### config.mk
export PLATFORM = sky130hd
export DESIGN_NAME = xmodem_receiver_unit
export DESIGN_NICKNAME = d
export VERILOG_FILES = /design/src/rtl/xmr_pkg.sv /design/src/rtl/xmr_core.sv /design/src/rtl/xmr_outq.sv /design/src/rtl/xmodem_receiver_unit.sv
export SDC_FILE = /design/constraint.sdc
export NUM_CORES = 1
export LEC_CHECK = 0
export BUFFER_PORTS_ARGS = -buffer_cell sky130_fd_sc_hd__buf_2
export CAP_MARGIN = 10
export CORE_MARGIN = 5
export CORE_UTILIZATION = 40
export DETAILED_ROUTE_END_ITERATION = 10
export PLACE_DENSITY_LB_ADDON = 0.25
export SYNTH_ARGS = -nofsm -noshare
export SYNTH_HDL_FRONTEND = slang
export SYNTH_SLANG_ARGS = --single-unit
### constraint.sdc
create_clock -name clk -period 12.59 [get_ports clk]
set_input_delay 1.8885 -clock clk [delete_from_list [all_inputs] [get_ports clk]]
set_output_delay 1.8885 -clock clk [all_outputs]
set_load 0.02 [all_outputs]
### src/rtl/xmr_pkg.sv
// Package for the XMODEM receiver: phases, sync modes, pending actions,
// line characters and the CRC-16 byte update. No dependencies.
package xmr_pkg;

  typedef enum logic [2:0] {
    PH_IDLE    = 3'd0,
    PH_SYNC    = 3'd1,
    PH_CANWAIT = 3'd2,
    PH_BLOCK   = 3'd3,
    PH_FLUSH   = 3'd4
  } phase_t;

  typedef enum logic [1:0] {
    MODE_C    = 2'd0,
    MODE_NAK  = 2'd1,
    MODE_NONE = 2'd2
  } sync_mode_t;

  typedef enum logic [2:0] {
    PEND_NONE     = 3'd0,
    PEND_END      = 3'd1,
    PEND_CANCEL   = 3'd2,
    PEND_SYNCFAIL = 3'd3,
    PEND_DUPS     = 3'd4,
    PEND_NAK      = 3'd5
  } pend_t;

  localparam logic [1:0] OP_START = 2'd0;
  localparam logic [1:0] OP_BYTE  = 2'd1;
  localparam logic [1:0] OP_TICK  = 2'd2;

  localparam logic [1:0] KIND_SEND   = 2'd0;
  localparam logic [1:0] KIND_STORE  = 2'd1;
  localparam logic [1:0] KIND_FINISH = 2'd2;

  localparam logic [1:0] ST_NORMAL   = 2'd0;
  localparam logic [1:0] ST_CANCEL   = 2'd1;
  localparam logic [1:0] ST_SYNCFAIL = 2'd2;
  localparam logic [1:0] ST_DUPS     = 2'd3;

  localparam logic [7:0] CH_SOH = 8'h01;
  localparam logic [7:0] CH_STX = 8'h02;
  localparam logic [7:0] CH_EOT = 8'h04;
  localparam logic [7:0] CH_ACK = 8'h06;
  localparam logic [7:0] CH_NAK = 8'h15;
  localparam logic [7:0] CH_CAN = 8'h18;
  localparam logic [7:0] CH_C   = 8'h43;

  localparam logic [2:0] FLUSH_MAX = 3'd5;
  localparam logic [10:0] SMALL_BLK = 11'd128;
  localparam logic [10:0] LARGE_BLK = 11'd1024;

  localparam logic [2:0] REG_DEST  = 3'd0;
  localparam logic [2:0] REG_SYNCW = 3'd1;
  localparam logic [2:0] REG_BYTEW = 3'd2;
  localparam logic [2:0] REG_FLUSHW = 3'd3;
  localparam logic [2:0] REG_TRIES = 3'd4;
  localparam logic [2:0] REG_RETR  = 3'd5;

  // One result item as it leaves the block.
  typedef struct packed {
    logic [1:0]  kind;
    logic [7:0]  value;
    logic [23:0] addr;
    logic [1:0]  status;
    logic [23:0] len;
  } res_t;

  // Result list from one step, up to four entries.
  typedef struct packed {
    logic [2:0]    count;
    res_t [3:0]    item;
  } res_list_t;

  // XMODEM CRC-16, polynomial 0x1021, one byte, high bit first.
  function automatic logic [15:0] crc_byte(input logic [15:0] crc, input logic [7:0] b);
    logic [15:0] c;
    c = crc ^ {b, 8'h00};
    for (int i = 0; i < 8; i++) begin
      c = c[15] ? ({c[14:0], 1'b0} ^ 16'h1021) : {c[14:0], 1'b0};
    end
    return c;
  endfunction

endpackage

### src/rtl/xmr_core.sv
// Protocol step logic of the XMODEM receiver: session state and the
// results of one input item. Depends on xmr_pkg.
module xmr_core #(
  parameter int ADDR_BITS = 24
) (
  input  logic                clk,
  input  logic                rst_n,
  input  logic                step,
  input  logic [1:0]          op,
  input  logic [7:0]          rx_byte,
  input  logic                cfg_we,
  input  logic [2:0]          cfg_idx,
  input  logic [23:0]         cfg_data,
  output xmr_pkg::res_list_t  res
);
  import xmr_pkg::*;

  // Configuration registers.
  logic [23:0] dest_size_r;
  logic [15:0] sync_wait_r, byte_wait_r, flush_wait_r;
  logic [7:0]  sync_tries_r, max_retrans_r;

  always_ff @(posedge clk) begin
    if (!rst_n) begin
      dest_size_r <= 24'd65536; sync_wait_r <= 16'd2000; byte_wait_r <= 16'd1000;
      flush_wait_r <= 16'd1500; sync_tries_r <= 8'd16; max_retrans_r <= 8'd25;
    end else if (cfg_we) begin
      case (cfg_idx)
        REG_DEST:   dest_size_r <= cfg_data;
        REG_SYNCW:  sync_wait_r <= cfg_data[15:0];
        REG_BYTEW:  byte_wait_r <= cfg_data[15:0];
        REG_FLUSHW: flush_wait_r <= cfg_data[15:0];
        REG_TRIES:  sync_tries_r <= cfg_data[7:0];
        REG_RETR:   max_retrans_r <= cfg_data[7:0];
        default: ;
      endcase
    end
  end

  // Capacity is the destination size clipped to the address space.
  logic [24:0] cap;
  always_comb begin
    if (ADDR_BITS >= 24) cap = {1'b0, dest_size_r};
    else if ({1'b0, dest_size_r} > (25'd1 << ADDR_BITS)) cap = 25'd1 << ADDR_BITS;
    else cap = {1'b0, dest_size_r};
  end

  phase_t      phase_r, phase_nxt;
  sync_mode_t  mode_r, mode_nxt;
  pend_t       pend_r, pend_nxt;
  logic [15:0] timer_r, timer_nxt;
  logic [7:0]  sync_cnt_r, sync_cnt_nxt;
  logic        crc_mode_r, crc_mode_nxt;
  logic [7:0]  exp_blk_r, exp_blk_nxt;
  logic [10:0] idx_r, idx_nxt;
  logic        large_r, large_nxt;
  logic [7:0]  blk_num_r, blk_num_nxt;
  logic        hdr_ok_r, hdr_ok_nxt;
  logic [15:0] crc_r, crc_nxt;
  logic [7:0]  sum_r, sum_nxt;
  logic [15:0] rchk_r, rchk_nxt;
  logic [23:0] clen_r, clen_nxt;
  logic [7:0]  dup_r, dup_nxt;
  logic [2:0]  flush_cnt_r, flush_cnt_nxt;

  always_ff @(posedge clk) begin
    if (!rst_n) begin
      phase_r <= PH_IDLE; mode_r <= MODE_C; pend_r <= PEND_NONE; timer_r <= '0;
      sync_cnt_r <= '0; crc_mode_r <= 1'b0; exp_blk_r <= 8'd1; idx_r <= '0;
      large_r <= 1'b0; blk_num_r <= '0; hdr_ok_r <= 1'b0; crc_r <= '0; sum_r <= '0;
      rchk_r <= '0; clen_r <= '0; dup_r <= '0; flush_cnt_r <= '0;
    end else if (step) begin
      phase_r <= phase_nxt; mode_r <= mode_nxt; pend_r <= pend_nxt; timer_r <= timer_nxt;
      sync_cnt_r <= sync_cnt_nxt; crc_mode_r <= crc_mode_nxt; exp_blk_r <= exp_blk_nxt;
      idx_r <= idx_nxt; large_r <= large_nxt; blk_num_r <= blk_num_nxt;
      hdr_ok_r <= hdr_ok_nxt; crc_r <= crc_nxt; sum_r <= sum_nxt; rchk_r <= rchk_nxt;
      clen_r <= clen_nxt; dup_r <= dup_nxt; flush_cnt_r <= flush_cnt_nxt;
    end
  end

  // Step logic, written as one ordered pass with small helper actions.
  always_comb begin
    logic [10:0] bufsz;
    logic [10:0] k;
    logic [24:0] addr;
    logic [24:0] room;
    logic        num_ok, prev_ok, chk_ok;
    logic [15:0] lim;
    logic [15:0] rchk_full;
    logic        sync_again;
    logic        do_flush_end;
    logic [7:0]  cnt_inc;
    res_t        r;
    phase_nxt = phase_r; mode_nxt = mode_r; pend_nxt = pend_r; timer_nxt = timer_r;
    sync_cnt_nxt = sync_cnt_r; crc_mode_nxt = crc_mode_r; exp_blk_nxt = exp_blk_r;
    idx_nxt = idx_r; large_nxt = large_r; blk_num_nxt = blk_num_r; hdr_ok_nxt = hdr_ok_r;
    crc_nxt = crc_r; sum_nxt = sum_r; rchk_nxt = rchk_r; clen_nxt = clen_r;
    dup_nxt = dup_r; flush_cnt_nxt = flush_cnt_r;
    res = '0;
    bufsz = large_r ? LARGE_BLK : SMALL_BLK;
    k = idx_r;
    addr = {1'b0, clen_r} + {14'd0, k} - 25'd2;
    room = (cap > {1'b0, clen_r}) ? cap - {1'b0, clen_r} : 25'd0;
    num_ok = 1'b0; prev_ok = 1'b0; chk_ok = 1'b0; rchk_full = '0;
    sync_again = 1'b0; do_flush_end = 1'b0; lim = '0; cnt_inc = '0; r = '0;

    unique case (op)
      OP_START: begin
        clen_nxt = '0; exp_blk_nxt = 8'd1; dup_nxt = max_retrans_r; crc_mode_nxt = 1'b0;
        mode_nxt = MODE_C; pend_nxt = PEND_NONE; flush_cnt_nxt = '0;
        phase_nxt = PH_SYNC; sync_cnt_nxt = '0; timer_nxt = '0;
        r = '0; r.kind = KIND_SEND; r.value = CH_C;
        res.item[0] = r; res.count = 3'd1;
      end
      OP_BYTE: begin
        unique case (phase_r)
          PH_SYNC: begin
            if (rx_byte == CH_SOH || rx_byte == CH_STX) begin
              if (mode_r == MODE_C) crc_mode_nxt = 1'b1;
              mode_nxt = MODE_NONE; phase_nxt = PH_BLOCK;
              large_nxt = (rx_byte == CH_STX); idx_nxt = '0; crc_nxt = '0; sum_nxt = '0;
              rchk_nxt = '0; hdr_ok_nxt = 1'b0; timer_nxt = '0;
            end else if (rx_byte == CH_EOT) begin
              phase_nxt = PH_FLUSH; pend_nxt = PEND_END; timer_nxt = '0; flush_cnt_nxt = '0;
            end else if (rx_byte == CH_CAN) begin
              phase_nxt = PH_CANWAIT; timer_nxt = '0;
            end else sync_again = 1'b1;
          end
          PH_CANWAIT: begin
            if (rx_byte == CH_CAN) begin
              phase_nxt = PH_FLUSH; pend_nxt = PEND_CANCEL; timer_nxt = '0;
              flush_cnt_nxt = '0;
            end else sync_again = 1'b1;
          end
          PH_BLOCK: begin
            timer_nxt = '0;
            idx_nxt = k + 11'd1;
            if (k == 11'd0) blk_num_nxt = rx_byte;
            else if (k == 11'd1) hdr_ok_nxt = (rx_byte == ~blk_num_r);
            else if (k < bufsz + 11'd2) begin
              crc_nxt = crc_byte(crc_r, rx_byte);
              sum_nxt = sum_r + rx_byte;
              if (hdr_ok_r && blk_num_r == exp_blk_r && addr < cap) begin
                r = '0; r.kind = KIND_STORE; r.value = rx_byte; r.addr = addr[23:0];
                res.item[0] = r; res.count = 3'd1;
              end
            end else if (crc_mode_r && k == bufsz + 11'd2) begin
              rchk_nxt = {rx_byte, 8'h00};
            end else begin
              rchk_full = crc_mode_r ? {rchk_r[15:8], rx_byte} : {8'h00, rx_byte};
              rchk_nxt = rchk_full;
              num_ok = (blk_num_r == exp_blk_r);
              prev_ok = (blk_num_r == exp_blk_r - 8'd1);
              chk_ok = crc_mode_r ? (crc_r == rchk_full) : (sum_r == rchk_full[7:0]);
              if (hdr_ok_r && (num_ok || prev_ok) && chk_ok) begin
                if (num_ok) begin
                  clen_nxt = clen_r + ((room < {14'd0, bufsz}) ? room[23:0]
                                                               : {13'd0, bufsz});
                  exp_blk_nxt = exp_blk_r + 8'd1;
                  dup_nxt = max_retrans_r;
                end else dup_nxt = dup_r - 8'd1;
                if ((num_ok && max_retrans_r == 8'd0) || (!num_ok && dup_r <= 8'd1)) begin
                  dup_nxt = num_ok ? max_retrans_r : dup_r;
                  phase_nxt = PH_FLUSH; pend_nxt = PEND_DUPS; timer_nxt = '0;
                  flush_cnt_nxt = '0;
                end else begin
                  phase_nxt = PH_SYNC; sync_cnt_nxt = '0; timer_nxt = '0;
                  r = '0; r.kind = KIND_SEND; r.value = CH_ACK; res.item[0] = r;
                  res.count = 3'd1;
                  if (mode_r != MODE_NONE) begin
                    r.value = (mode_r == MODE_C) ? CH_C : CH_NAK;
                    res.item[1] = r; res.count = 3'd2;
                  end
                end
              end else begin
                phase_nxt = PH_FLUSH; pend_nxt = PEND_NAK; timer_nxt = '0;
                flush_cnt_nxt = '0;
              end
            end
          end
          PH_FLUSH: begin
            if (flush_cnt_r >= FLUSH_MAX) do_flush_end = 1'b1;
            else begin
              flush_cnt_nxt = flush_cnt_r + 3'd1; timer_nxt = '0;
            end
          end
          default: ;
        endcase
      end
      OP_TICK: begin
        if (phase_r != PH_IDLE && phase_r <= PH_FLUSH) begin
          timer_nxt = (timer_r != 16'hFFFF) ? timer_r + 16'd1 : timer_r;
          lim = (phase_r == PH_SYNC) ? sync_wait_r :
                (phase_r == PH_FLUSH) ? flush_wait_r : byte_wait_r;
          if (timer_nxt >= lim) begin
            if (phase_r == PH_BLOCK) begin
              phase_nxt = PH_FLUSH; pend_nxt = PEND_NAK; timer_nxt = '0;
              flush_cnt_nxt = '0;
            end else if (phase_r == PH_FLUSH) do_flush_end = 1'b1;
            else sync_again = 1'b1;
          end
        end
      end
      default: ;
    endcase

    // Next sync attempt: count it, switch mode or give up.
    if (sync_again) begin
      cnt_inc = sync_cnt_r + 8'd1;
      phase_nxt = PH_SYNC;
      timer_nxt = '0;
      r = '0; r.kind = KIND_SEND;
      if (cnt_inc >= sync_tries_r || cnt_inc == 8'd0) begin
        if (mode_r == MODE_C) begin
          mode_nxt = MODE_NAK; sync_cnt_nxt = '0;
          r.value = CH_NAK; res.item[0] = r; res.count = 3'd1;
        end else begin
          sync_cnt_nxt = cnt_inc;
          phase_nxt = PH_FLUSH; pend_nxt = PEND_SYNCFAIL; flush_cnt_nxt = '0;
        end
      end else begin
        sync_cnt_nxt = cnt_inc;
        if (mode_r != MODE_NONE) begin
          r.value = (mode_r == MODE_C) ? CH_C : CH_NAK;
          res.item[0] = r; res.count = 3'd1;
        end
      end
    end

    // End of a flush carries out the pending action.
    if (do_flush_end) begin
      pend_nxt = PEND_NONE;
      r = '0; r.kind = KIND_SEND;
      case (pend_r)
        PEND_END, PEND_CANCEL: begin
          r.value = CH_ACK; res.item[0] = r;
          r = '0; r.kind = KIND_FINISH; r.len = clen_r;
          r.status = (pend_r == PEND_END) ? ST_NORMAL : ST_CANCEL;
          res.item[1] = r; res.count = 3'd2; phase_nxt = PH_IDLE;
        end
        PEND_SYNCFAIL, PEND_DUPS: begin
          r.value = CH_CAN; res.item[0] = r; res.item[1] = r; res.item[2] = r;
          r = '0; r.kind = KIND_FINISH; r.len = clen_r;
          r.status = (pend_r == PEND_DUPS) ? ST_DUPS : ST_SYNCFAIL;
          res.item[3] = r; res.count = 3'd4; phase_nxt = PH_IDLE;
        end
        PEND_NAK: begin
          r.value = CH_NAK; res.item[0] = r; res.count = 3'd1;
          phase_nxt = PH_SYNC; sync_cnt_nxt = '0; timer_nxt = '0;
          if (mode_r != MODE_NONE) begin
            r.value = (mode_r == MODE_C) ? CH_C : CH_NAK;
            res.item[1] = r; res.count = 3'd2;
          end
        end
        default: phase_nxt = PH_IDLE;
      endcase
    end
  end

endmodule

### src/rtl/xmr_outq.sv
// Result buffer of the XMODEM receiver: holds the results of up to two
// steps and drains them one a cycle while out_tready is high, with tlast. Depends on xmr_pkg.
module xmr_outq (
  input  logic               clk,
  input  logic               rst_n,
  input  logic               push,
  input  xmr_pkg::res_list_t list,
  output logic               space,
  output logic               out_tvalid,
  input  logic               out_tready,
  output xmr_pkg::res_t      out_item,
  output logic               out_last
);
  import xmr_pkg::*;

  // Two slots, each one step's list; rd picks a slot, pos an entry.
  res_list_t   slot_r [2];
  logic [1:0]  full_r, full_nxt;
  logic        rd_r, wr_r;
  logic [1:0]  pos_r;
  logic        pop, done, take;
  res_list_t   cur;

  assign cur = slot_r[rd_r];
  assign out_tvalid = full_r[rd_r];
  assign out_item = cur.item[pos_r];
  assign out_last = ({1'b0, pos_r} == cur.count - 3'd1);
  assign pop = out_tvalid && out_tready;
  assign done = pop && out_last;
  assign take = push && list.count != 3'd0;
  assign space = !full_r[wr_r] || (done && rd_r == wr_r);

  // Slot occupancy: a drained slot frees, a pushed slot fills.
  always_comb begin
    full_nxt = full_r;
    if (done) full_nxt[rd_r] = 1'b0;
    if (take) full_nxt[wr_r] = 1'b1;
  end

  always_ff @(posedge clk) begin
    if (take) slot_r[wr_r] <= list;
  end

  always_ff @(posedge clk) begin
    if (!rst_n) begin
      full_r <= '0; rd_r <= 1'b0; wr_r <= 1'b0; pos_r <= '0;
    end else begin
      full_r <= full_nxt;
      if (done) begin
        rd_r <= ~rd_r; pos_r <= '0;
      end else if (pop) pos_r <= pos_r + 2'd1;
      if (take) wr_r <= ~wr_r;
    end
  end

endmodule

### src/rtl/xmodem_receiver_unit.sv
// XMODEM receiver top level: stream ports, step logic and result buffer.
// The first result of an item is offered in the cycle after the item is
// accepted when the result buffer is empty.
// Inputs are accepted one item per cycle while the two-slot result buffer
// has a free slot; each result leaves on an accepted output transfer.
// Reset (synchronous, rst_n low) restores register defaults, idle phase.
module xmodem_receiver_unit #(
  parameter int ADDR_BITS = 24
) (
  input  logic        clk,
  input  logic        rst_n,
  input  logic        in_tvalid,
  output logic        in_tready,
  input  logic [15:0] in_tdata,   // op[1:0], rx_byte[9:2]
  output logic        out_tvalid,
  input  logic        out_tready,
  output logic [63:0] out_tdata,  // kind[1:0], value[9:2], store_address[33:10],
                                  // status[35:34], received_length[59:36]
  output logic        out_tlast,
  input  logic        cfg_we,
  input  logic [2:0]  cfg_idx,
  input  logic [23:0] cfg_data
);
  import xmr_pkg::*;

  res_list_t list;
  res_t      item;
  logic      space, step;

  assign in_tready = space;
  assign step = in_tvalid && space;

  xmr_core #(.ADDR_BITS(ADDR_BITS)) u_core (
    .clk, .rst_n, .step, .op(in_tdata[1:0]), .rx_byte(in_tdata[9:2]),
    .cfg_we, .cfg_idx, .cfg_data, .res(list)
  );

  // Results are latched at the same edge the step state advances.
  xmr_outq u_q (
    .clk, .rst_n, .push(step), .list, .space,
    .out_tvalid, .out_tready, .out_item(item), .out_last(out_tlast)
  );

  assign out_tdata = {4'd0, item.len, item.status, item.addr, item.value, item.kind};

endmodule
# Yosys cells after proc, flatten, opt, wreduce, memory -nomap -nowiden

Memory sizes are Yosys's and may differ from the RTL's. A register that Yosys moved wholly into a read port is not among the register bits.
Index checks and enable logic that the tools add are counted.

Register bits: 231
Memory bits (writable): 486
Bits of input ports: 48
Output and inout bits: 67
Memories kept: 1

$add $sub $neg: 15
$lt $le $gt $ge: 14
Equality and inequality tests: 58
Multiplexer cells: 229
Bitwise operators: 16
Reductions and logical operators: 52

Memory list:

| memory     | depth | bits a word | read ports | clocked after memory_dff | wr ports | line           | text |
|---|---|---|---|---|---|---|---|
| u_q.slot_r | 2     | 243         | 1          | 1                        | 1        | xmr_outq.sv:17 | `res_list_t slot_r [2];` |

Operator list:

| cell                                            | number |
|---|---|
| 120-bit two-way mux                             | 12 |
| 60-bit two-way mux                              | 9 |
| 120-bit one-hot mux with 3 select lines         | 1 |
| 16-bit two-way mux                              | 22 |
| 8-bit two-way mux                               | 32 |
| 243-bit two-way mux                             | 1 |
| 24-bit two-way mux                              | 8 |
| 3-bit two-way mux                               | 60 |
| 60-bit binary-select mux with 2-bit select      | 1 |
| 60-bit one-hot mux with 2 select lines          | 1 |
| 13-bit two-way mux                              | 8 |
| 16-bit one-hot mux with 2 select lines          | 2 |
| 16-bit one-hot mux with 4 select lines          | 1 |
| 8-bit one-hot mux with 2 select lines           | 4 |
| 59-bit two-way mux                              | 1 |
| 58-bit two-way mux                              | 1 |
| 3-bit one-hot mux with 3 select lines           | 6 |
| 16-bit one-hot mux with 3 select lines          | 1 |
| 24-bit one-hot mux with 2 select lines          | 1 |
| 1-bit two-way mux                               | 34 |
| 8-bit == test                                   | 4 |
| 24-bit by 11-bit adder with 25-bit output       | 1 |
| 25-bit by 11-bit < comparator with 1-bit output | 1 |
| 25-bit by 24-bit < comparator with 1-bit output | 1 |
| 80 further kinds                                | 171 |

# Logic depth before layout (Yosys ltp)

Gate-level depths: netlist of run 1.

Depth after elaboration: 26
Gate-level depth with buffers: 35
Mapped depth without buffers: 34

# Modules after synthesis

Synthesis of run 1 repeated with hierarchy kept, for this count alone.

Cell total of the unflattened synthesis: 3193
Area, all modules: 36998.0 um2

By module, submodules not included:

| module               | instances | cells each | area an instance (um2) | sequential area each (um2) |
|---|---|---|---|---|
| xmr_outq             | 1         | 753        | 18637.9                | 14734.1 |
| xmr_core             | 1         | 2434       | 18320.1                | 4344.2 |
| xmodem_receiver_unit | 1         | 6          | 40.0                   | 0.0 |

# Worst setup path before layout of run 1

OpenSTA, ideal clock, no wires.

Path type: reg-to-reg
From: register u_core.clen_r[1]
To: memory u_q.slot_r[1][110] (netlist name) (enable)
Setup time: 0.674 ns
Data arrival time: 11.382 ns
Data required time: 11.916 ns
Setup slack: 0.534 ns
Cell stages (with the launch flop): 27
Buffers on the path: 0
Cells stage by stage: dfxtp_1 -> inv_1 -> ha_1 -> inv_1 -> ha_1 -> inv_1 -> fa_1 -> nor2b_1 -> o21ai_0 -> a21oi_1 -> o41a_1 -> o41a_1 -> a41o_1 -> a211o_1 -> a21oi_1 -> xnor2_1 -> ha_1 -> nand3_1 -> nor2_1 -> o2111ai_1 -> a31oi_1 -> nor4_1 -> nand3_1 -> mux2i_1 -> o21a_1 -> nor4_2 -> nor3b_1

Longest elaborated chain between the ends: 19
Elaborated cells on any way between the ends: 20
Classes of those cells: add/sub: 2; order compare: 1; mux: 14; reduce/logical: 3

Ends and longest elaborated chain:

| what                                                | line            | text |
|---|---|---|
| start, declared                                     | xmr_core.sv:62  | `logic [23:0] clen_r, clen_nxt;` |
| start signal, assigned                              | xmr_core.sv:77  | `clen_r <= clen_nxt; dup_r <= dup_nxt; flush_cnt_r <= flush_cnt_nxt;` |
| 24-bit by 11-bit adder with 25-bit output (*)       | xmr_core.sv:102 | `addr = {1'b0, clen_r} + {14'd0, k} - 25'd2;` |
| 25-bit by 2-bit subtractor with 25-bit output (*)   | xmr_core.sv:102 |  |
| 25-bit by 24-bit < comparator with 1-bit output (*) | xmr_core.sv:143 | `if (hdr_ok_r && blk_num_r == exp_blk_r && addr < cap) begin` |
| 1-bit logical AND (*)                               | xmr_core.sv:143 |  |
| 1-bit two-way mux (*)                               | xmr_core.sv:143 |  |
| 3-bit two-way mux (*)                               | xmr_core.sv:140 | `else if (k < bufsz + 11'd2) begin` |
| 3-bit two-way mux (*)                               | xmr_core.sv:139 | `else if (k == 11'd1) hdr_ok_nxt = (rx_byte == ~blk_num_r);` |
| 3-bit two-way mux (*)                               | xmr_core.sv:138 | `if (k == 11'd0) blk_num_nxt = rx_byte;` |
| [... 3 more ...]                                    | -               |  |
| 3-bit two-way mux                                   | xmr_core.sv:213 | `if (cnt_inc >= sync_tries_r \|\| cnt_inc == 8'd0) begin` |
| 3-bit two-way mux (*)                               | xmr_core.sv:208 | `if (sync_again) begin` |
| 3-bit one-hot mux with 3 select lines               | xmr_core.sv:234 | `case (pend_r)` |
| 243-bit two-way mux (*)                             | xmr_core.sv:231 | `if (do_flush_end) begin` |
| 3-bit nonzero test (*)                              | xmr_outq.sv:30  | `assign take = push && list.count != 3'd0;` |
| 1-bit logical AND (*)                               | xmr_outq.sv:30  |  |
| 1-bit two-way mux (*)                               | xmr_outq.sv:41  | `if (take) slot_r[wr_r] <= list;` |
| 1-bit two-way mux (not written as such) (*)         | xmr_outq.sv:41  |  |
| end, declared                                       | xmr_outq.sv:17  |  |

Mark *: on every way between the ends. The rest lies on a longest branch, timed or not.

# Worst setup path in the final report of run 1

From: register u_core.clen_r[1]
To: register u_core.clen_r[19]

Longest elaborated chain between the ends: 13
Elaborated cells on any way between the ends: 14
Classes of those cells: add/sub: 2; order compare: 2; mux: 10

Ends and longest elaborated chain:

| what                                                                                             | line            | text |
|---|---|---|
| 24-bit by 24-bit subtractor with 25-bit output or 24-bit greater-than comparator (tied branches) | xmr_core.sv:103 | `room = (cap > {1'b0, clen_r}) ? cap - {1'b0, clen_r} : 25'd0;` |
| 25-bit two-way mux                                                                               | xmr_core.sv:103 |  |
| 25-bit by 11-bit < comparator with 1-bit output                                                  | xmr_core.sv:157 | `clen_nxt = clen_r + ((room < {14'd0, bufsz}) ? room[23:0]` |
| 24-bit two-way mux                                                                               | xmr_core.sv:157 |  |
| 24-bit adder (*)                                                                                 | xmr_core.sv:157 |  |
| 24-bit two-way mux (*)                                                                           | xmr_core.sv:156 | `if (num_ok) begin` |
| 24-bit two-way mux (*)                                                                           | xmr_core.sv:155 | `if (hdr_ok_r && (num_ok \|\| prev_ok) && chk_ok) begin` |
| 24-bit two-way mux (*)                                                                           | xmr_core.sv:147 | `end else if (crc_mode_r && k == bufsz + 11'd2) begin` |
| 24-bit two-way mux (*)                                                                           | xmr_core.sv:140 |  |
| 24-bit two-way mux (*)                                                                           | xmr_core.sv:139 |  |
| 24-bit two-way mux (*)                                                                           | xmr_core.sv:138 |  |
| 24-bit two-way mux (*)                                                                           | xmr_core.sv:116 | `unique case (phase_r)` |
| 24-bit one-hot mux with 2 select lines (*)                                                       | xmr_core.sv:107 | `unique case (op)` |

Mark *: on every way between the ends. The rest lies on a longest branch, timed or not. The select of a mux whose other input is x is not followed.
A chain may end at the register's enable or synchronous reset.

==> results of run 1 <==
==> cell families (layout without fill, tap and decap cells) <==
kind of cell / after synthesis / count (layout) / share of synthesized area, %
muxes: 98 / 98 / 5.36
and+or+nand+nor: 1032 / 1032 / 20.2
DFF: 408 / 408 / 40.1
adders and majority gates: 160 / 160 / 8.14
xor gates and xnor gates: 152 / 152 / 5.33
AOI/OAI and AO/OA: 601 / 601 / 16.5
buffers and inverters: 271 / 345 / 4.30
other: 1 / 17 / 0.0150
==> routing by layer <==
metal,track usage (%),wire length (um)
met4,6.19,2190
met3,2.95,3570
met5,0,7
met1,26.9,31500
met2,33.3,32500
==> layout make-up <==
cell class                      instances  area share [%]
Multi-Input combinational cell       2059            50.3
Sequential cell                       408            36.0
Clock buffer                           64            4.60
Tap cell                              837            3.76
Timing Repair Buffer                  133            2.66
Inverter                              129            1.74
Clock inverter                         19           0.976
Antenna cell                            1         0.00899
==> flip-flops by register name, summed over array words and instances (netlist names), 2 cells and up, named ones only <==
register	cells
u_core.mode_r	2
u_core.timer_r	16
u_core.sync_cnt_r	8
u_core.blk_num_r	8
u_core.rchk_r	8
u_core.dest_size_r	24
u_core.clen_r	24
u_core.phase_r	3
u_core.flush_wait_r	16
u_q.slot_r	184
u_q.pos_r	2
u_core.sync_wait_r	16
u_core.byte_wait_r	16
u_core.exp_blk_r	8
u_core.sync_tries_r	8
u_core.pend_r	3
u_core.dup_r	8
u_core.sum_r	8
u_core.max_retrans_r	8
u_core.idx_r	11
u_q.full_r	2
u_core.flush_cnt_r	3
u_core.crc_r	16
==> path summary, 6_finish.rpt <==
path / from / end / slack [ns] / cells after the start
worst max-delay path: u_core.clen_r[1]$_SDFFE_PN0P_ / u_core.clen_r[19]$_SDFFE_PN0P_ / 3.18 / 32
worst min-delay path: u_core.byte_wait_r[13]$_SDFFE_PN0P_ / u_core.byte_wait_r[13]$_SDFFE_PN0P_ / 0.47 / 2
worst max register to register: u_core.clen_r[1]$_SDFFE_PN0P_ / u_core.clen_r[19]$_SDFFE_PN0P_ / 3.18 / 32
worst min register to register: u_core.byte_wait_r[13]$_SDFFE_PN0P_ / u_core.byte_wait_r[13]$_SDFFE_PN0P_ / 0.47 / 2
==> synth_stat cells (all sizes together), types with 18 or more instances <==
cell type	n	area, um^2
nand2	347	1300
dfxtp	224	4480
nor2	190	713
edfxtp	184	5530
ha	156	1950
a21oi	137	689
inv	129	484
clkbuf	118	443
a21boi	114	856
nand3	110	551
o21ai	97	485
xnor2	77	674
xor2	75	657
and2	73	459
mux2i	64	641
a21o	49	368
nor2b	48	308
nor4	48	313
and3	45	282
nor3	44	230
nand4	29	181
mux4	28	631
nand2b	25	156
buf	24	145
o21a	20	150
a211oi	18	140
==> through the flow <==
step	hold WS, ns	total power [mW]
finish	0.465	3.11
global route	0.484	3.22
CTS	0.467	3.13
detailed placement	0.456	1.75
global placement	0.449	1.74
floorplan	0.440	1.66
==> report_power, final <==
part	internal, mW	switching, mW
clock	0.819	0.566
sequential	1.40	0.0139
combinational	0.111	0.196
==> worst max-delay path: cells and delay by family (launching register included) <==
family          cells  cell delay, ns
fa+ha+maj           3            0.97
buf+inv             1            0.17
flops               1            0.43
compound gates     17            5.54
xor+xnor            1            0.16
simple gates       10            2.04
==> results.txt, run 1 <==
----------------------------------------------------
[Die]
  I/O pin cnt ... 115
  Initial core utilization ... 40.4%
  Die footprint ... between 0.06 and 0.07 mm^2
  Die outline width ... 260 um
  Core Rows ... 91
  Die outline height ... ~260 um
  Core ar. ... ~0.06 mm^2

[Timing]
  Setup ws final ... 3.18 ns
  Slew @ Worst Pin ... 1.29 ns
  Max Clock Freq ... 106 MHz
  Number of max-slew violations in the final report ... 0
  Final cycle utilization of the critical path ... 74.7%
  Unrepaired setup endpoints after global routing ... false
  Setup Skew ... roughly 0.023 ns
  Final number of setup-violating endpoints ... 0
  Fin. Hold Viols ... 0
  Setup tns final ... 0 ns
  Fin crit period ... 9.41 ns
  Slew headroom ... 13.8%

[Drt]
  Detail Route Antenna Nets ... 0
  DRT iter0 DRCs ... roughly 1,500
  Routed vias/inst ... 5.59
  DRC violations left ... 0
  Wirelength per Cell ... 19.1 um
  DR pass1 iterations ... 5
  Total number of vias ... 20,419
  Detailed Route WL ... 69,800 um

[Setup path]
  Path type of the worst setup path ... register to register
  Largest incremental delay on the critical path ... 0.69 ns
  Startpoint kind of the worst setup timing path ... register
  Critical path data required time ... 13.08 ns
  Worst setup EP type ... register
  Signal arrival time at the worst endpoint ... between 9 and 10 ns
  Max stage delay cell, worst path ... sky130_fd_sc_hd__a311oi_1
  Maximum net fanout on the critical path ... 7

[Power and ir drop]
  VDD IR max ... 0.0898 mV
  Power density of the placed cells ... 112 mW/mm^2
  Leakage dissipation ... 10.8 nW

[Final layout]
  Area taken by flip-flops and latches ... 0.0100 mm^2
  Util after Layout ... 45.1%
  Highest-count cells in the layout ignoring fill and taps ... sky130_fd_sc_hd__nand2_1, sky130_fd_sc_hd__dfxtp_1, sky130_fd_sc_hd__nor2_1, sky130_fd_sc_hd__edfxtp_1, sky130_fd_sc_hd__ha_1
  Multi-input gate area ... 0.0140 mm^2
  Post-route standard cell area excluding fillers ... around 0.028 mm^2
  Final layout net count ... 2,985
  Number of fill cells in the layout ... 5,963
  Most frequent standard cell in the layout excluding fill and tap cells ... sky130_fd_sc_hd__nand2_1
  Final instance count without filler cells ... 3,650
  Area Growth Syn to Fin ... 11.5%
  Ratio of cells with drive above 1 in the final layout ... 10.2%

[Yosys]
  Proportion of synthesized chip area in sequential cells ... 40.1%
  Most used flip-flop cell after synthesis ... sky130_fd_sc_hd__dfxtp_1
  Average footprint of a synthesized cell ... 9.16 um^2
  Asr flop ratio synth ... 0%
  Post-synthesis sequential element count ... ~410
  Netlist Area Pre-Place ... between 0.02 and 0.025 mm^2
  Count of unique library cells instantiated by Yosys ... 91
  Synthesized netlist cell count ... 2,723
  Number of enable flip-flop cells after synthesis ... 184
  Yosys synthesis warning count ... 0

[Clocking]
  Number of sinks handled by clock tree synthesis ... approximately 410
  H-tree depth reported by CTS ... 2
  Bufs on Longest Clock Path ... 3
  Hold_buf cts ... 0
  Clk pin slew, worst setup/hold paths ... ~0.06 ns
  Number of instances resized during post-cts repair ... 0
  Clock network latency to the later pin of the worst-skew pair ... 0.60 ns
  CTS tree ... done
  CTS root buf ... sky130_fd_sc_hd__clkbuf_16
  Number of buffers created by CTS ... 46
  Post-CTS repair timing setup buffer count ... 0

[Status]
  Outcome ... finished clean

[GRT]
  Via count of the first global-routing pass ... about 20,000
  Initial antenna violation count ... 3
  Total congestion overflow ... 0
  Largest net degree at the start of global routing ... ~110
  All-Layer GR Usage ... 20.0%
  First-pass GRT wire length ... 109,000 um

[Placement]
  Standard cell area after detailed placement ... roughly 0.026 mm^2
  Number of I/O port buffers ... between 100 and 150
  Placement Setup Slack ... 3.16 ns
  Global placer's final weighted congestion ... 0.957
  Placed cell count ... between 3,000 and 4,000
  HPWL after detailed placement ... 51,000 um

[Hold path]
  Class of the tightest hold or removal check ... register to register

[Flow run]
  # Max-Cap Violations ... 0

----------------------------------------------------
Note: power is estimated with default switching activity, not from simulation.
==> run 2, diff against run 1 <==
Settings changed: ABC_AREA from default to 1.
Clock period 12.59 ns to 7.7 ns, I/O delays scaled along.
==> results.txt, run 2 <==
----------------------------------------------------
[Status]
  Outcome ... finished clean

[Timing]
  Unrepaired setup endpoints after global routing ... false
  Setup tns final ... 0 ns
  Setup Skew ... 0.0166 ns
  Slew @ Worst Pin ... 0.943 ns
  Setup ws final ... 1.41 ns
  Hold WS ... 0.448 ns
  Fin crit period ... 6.29 ns
  Slew headroom ... between 30 and 40%
  Fin. Hold Viols ... 0
  Final cycle utilization of the critical path ... 81.7%
  Final number of setup-violating endpoints ... 0
  Max Clock Freq ... 159 MHz
  Number of max-slew violations in the final report ... 0

[Final layout]
  Registers with the most flip-flops ... u_q.slot_r (184), u_core.clen_r (24), u_core.dest_size_r (24)
  Ratio of cells with drive above 1 in the final layout ... 6.93%
  Most frequent standard cell in the layout excluding fill and tap cells ... sky130_fd_sc_hd__nand2_1
  Area Growth Syn to Fin ... 11.1%
  Largest register FFs ... around 180
  Most flop-heavy register ... u_q.slot_r
  Number of fill cells in the layout ... 6,324
  Final instance count without filler cells ... around 4,300
  Antenna diode instance count ... 0
  Final layout net count ... 3,650
  Highest-count cells in the layout ignoring fill and taps ... sky130_fd_sc_hd__nand2_1, sky130_fd_sc_hd__nor2_1, sky130_fd_sc_hd__inv_1, sky130_fd_sc_hd__o21ai_0, sky130_fd_sc_hd__a21oi_1

[Yosys]
  Yosys synthesis warning count ... 0
  Largest cells by area after synthesis ... sky130_fd_sc_hd__edfxtp_1, sky130_fd_sc_hd__dfxtp_1, sky130_fd_sc_hd__nand2_1, sky130_fd_sc_hd__ha_1, sky130_fd_sc_hd__nor2_1
  Netlist Area Pre-Place ... between 0.02 and 0.03 mm^2
  Library cell with the largest summed area after synthesis ... sky130_fd_sc_hd__edfxtp_1
  Most common cell in the synthesized netlist ... sky130_fd_sc_hd__nand2_1
  Top cell types by occurrence after synthesis ... sky130_fd_sc_hd__nand2_1, sky130_fd_sc_hd__nor2_1, sky130_fd_sc_hd__inv_1
  Post-synthesis sequential element count ... 408
  Synthesized netlist cell count ... about 3,400
  Most used flip-flop cell after synthesis ... sky130_fd_sc_hd__dfxtp_1
  Synth Area in Compound Gates ... 17.0%
  Post-synthesis mux area share ... 0.130%
  Share of the synthesized netlist area taken by xor and xnor gates ... 3.43%
  Adder-Cell Fraction of Synth Area ... 8.13%
  Proportion of synthesized chip area in sequential cells ... 40.0%
  Combinational family with the most area after synthesis ... simple AND/OR/NAND/NOR gates
  Area share of the largest cell type after synthesis ... between 20% and 30%
  Number of enable flip-flop cells after synthesis ... 184
  Average footprint of a synthesized cell ... 7.41 um^2
  Asr flop ratio synth ... 0%
  Count of unique library cells instantiated by Yosys ... a little under 60
  Post-synthesis simple-gate area fraction ... 22.8%

[Clocking]
  Bufs on Longest Clock Path ... 3
  Number of instances resized during post-cts repair ... 0
  CTS root buf ... sky130_fd_sc_hd__clkbuf_16
  Post-CTS repair timing setup buffer count ... 0
  Clock network latency to the later pin of the worst-skew pair ... 0.58 ns
  H-tree depth reported by CTS ... 2
  Number of sinks handled by clock tree synthesis ... 408
  Clk pin slew, worst setup/hold paths ... 0.06 ns
  Hold_buf cts ... 0
  CTS tree ... done
  Number of buffers created by CTS ... between 40 and 50

[Power and ir drop]
  P_sw ... around 1.5 mW
  Internal Power ... 3.83 mW
  Power density of the placed cells ... approximately 190 mW/mm^2
  Switching Share ... 27.6%
  VDD IR max ... 0.172 mV
  Proportion of power drawn by flip-flops and latches ... between 40 and 50%
  Clock network fraction of total power ... 41.4%
  Leakage dissipation ... 12.0 nW
  PnR Total Power ... ~5.3 mW
  Part of the power in combinational logic ... between 10% and 20%

[Drt]
  Total number of vias ... about 23,000
  DRT iter0 DRCs ... 1,684
  Wirelength per Cell ... 17.0 um
  Routed vias/inst ... 5.22
  DR pass1 iterations ... 6
  DRC violations left ... 0
  Detailed Route WL ... ~73,000 um
  Detail Route Antenna Nets ... 0

[Setup path]
  Signal arrival time at the worst endpoint ... roughly 6.6 ns
  Dominant delay contributor by cell family on the critical path ... simple AND/OR/NAND/NOR gates
  Maximum net fanout on the critical path ... 37
  Path type of the worst setup path ... register to register
  Worst setup EP type ... register
  Most frequent cell on the critical path ... sky130_fd_sc_hd__nand2_1
  Largest incremental delay on the critical path ... 0.53 ns
  Max stage delay cell, worst path ... sky130_fd_sc_hd__clkinv_2
  Critical path data required time ... 7.96 ns
  Startpoint kind of the worst setup timing path ... register
  Count of buffering cells on the critical path with inverters included ... 6

[Placement]
  Number of I/O port buffers ... 104
  Global placer's final weighted congestion ... 0.939
  HPWL after detailed placement ... between 50,000 and 60,000 um
  Placed cell count ... 4,232
  Placement Setup Slack ... 1.45 ns

[Die]
  Initial core utilization ... about two fifths
  Die outline width ... 260 um
  Die outline height ... 260 um
  Core Rows ... 91
  Die footprint ... 0.0676 mm^2
  I/O pin cnt ... roughly 120
  Core ar. ... a little over 0.06 mm^2

[GRT]
  Initial antenna violation count ... 0
  All-Layer GR Usage ... 21.1%
  Via count of the first global-routing pass ... 20,714
  First-pass GRT wire length ... 115,000 um
  Largest net degree at the start of global routing ... 77
  Total congestion overflow ... 0

[Flow run]
  # Max-Cap Violations ... 0

[Hold path]
  Class of the tightest hold or removal check ... register to register

----------------------------------------------------
## run 2: cell types whose count changed in the layout (fill, tap and decap cells not counted), moves of 63 or more
| cell | delta |
|---|---|
| sky130_fd_sc_hd__a21boi_0 | -111 |
| sky130_fd_sc_hd__a21oi_1 | +144 |
| sky130_fd_sc_hd__and2_1 | -70 |
| sky130_fd_sc_hd__inv_1 | +268 |
| sky130_fd_sc_hd__mux2i_1 | -63 |
| sky130_fd_sc_hd__nand2_1 | +236 |
| sky130_fd_sc_hd__nor2_1 | +309 |
| sky130_fd_sc_hd__o21ai_0 | +276 |
## run 2: path summary, 6_finish.rpt
kind | to | slack, ns | from | depth (start not counted)
worst max-delay path | u_q.slot_r[0][83]$_DFFE_PP_ | 1.41 | u_core.clen_r[1]$_SDFFE_PN0P_ | 37
worst min-delay path | u_core.sum_r[2]$_SDFFE_PN0P_ | 0.45 | u_core.sum_r[2]$_SDFFE_PN0P_ | 2
worst max register to register | u_q.slot_r[0][83]$_DFFE_PP_ | 1.41 | u_core.clen_r[1]$_SDFFE_PN0P_ | 37
worst min register to register | u_core.sum_r[2]$_SDFFE_PN0P_ | 0.45 | u_core.sum_r[2]$_SDFFE_PN0P_ | 2
## run 2: worst register-to-register path, delay by kind of cell, from the launching register on
family	cells	cell delay, ns
AOI/OAI and AO/OA	7	1.31
DFF	1	0.40
adders and majority gates	4	1.18
and+or+nand+nor	20	1.77
buffers and inverters	6	1.28
## run 2: per-layer routing
metal	up-vias	share of wire, %	track usage [%]
met2	559	46	34.8
met1	10444	46	29.2
li1	11405	-	-
met5	-	0	0
met3	119	4.9	2.63
met4	0	3.0	6.31
## run 2: area by class of cell
type                            instances  area (um^2)  area share, %
Multi-Input combinational cell       2446        13000           46.6
Sequential cell                       408        10000           36.0
Inverter                              411         1550           5.57
Clock buffer                           62         1220           4.39
Tap cell                              837         1050           3.77
Timing Repair Buffer                  130          743           2.68
Clock inverter                         20          264          0.950
## run 2: power by group through the flow
stage / clock network (mW) / logic (mW) / registers, mW
finish: 2.20 / 0.758 / 2.35
global route: 2.34 / 0.855 / 2.35
CTS: 2.24 / 0.754 / 2.34
detailed placement: 0 / 0.750 / 2.39
global placement: 0 / 0.748 / 2.39
floorplan: 0 / 0.546 / 2.38
## run 2: cells by family (layout without fill, tap and decap cells)
family,count (synthesis),after routing
simple gates,1375,1375
compound gates,795,795
buf+inv,538,623
flops,408,408
fa+ha+maj,160,160
xor+xnor,98,98
mux,2,2
other cells,1,16
## run 2: metrics by stage
| step | util [%] | area, um^2 |
|---|---|---|
| after floorplan | - | 25100 |
| after global placement | 42.5 | 26300 |
| after detailed placement | 42.5 | 26300 |
| after CTS | 44.9 | 27800 |
| after global routing | 44.9 | 27800 |
| final | 44.9 | 27800 |
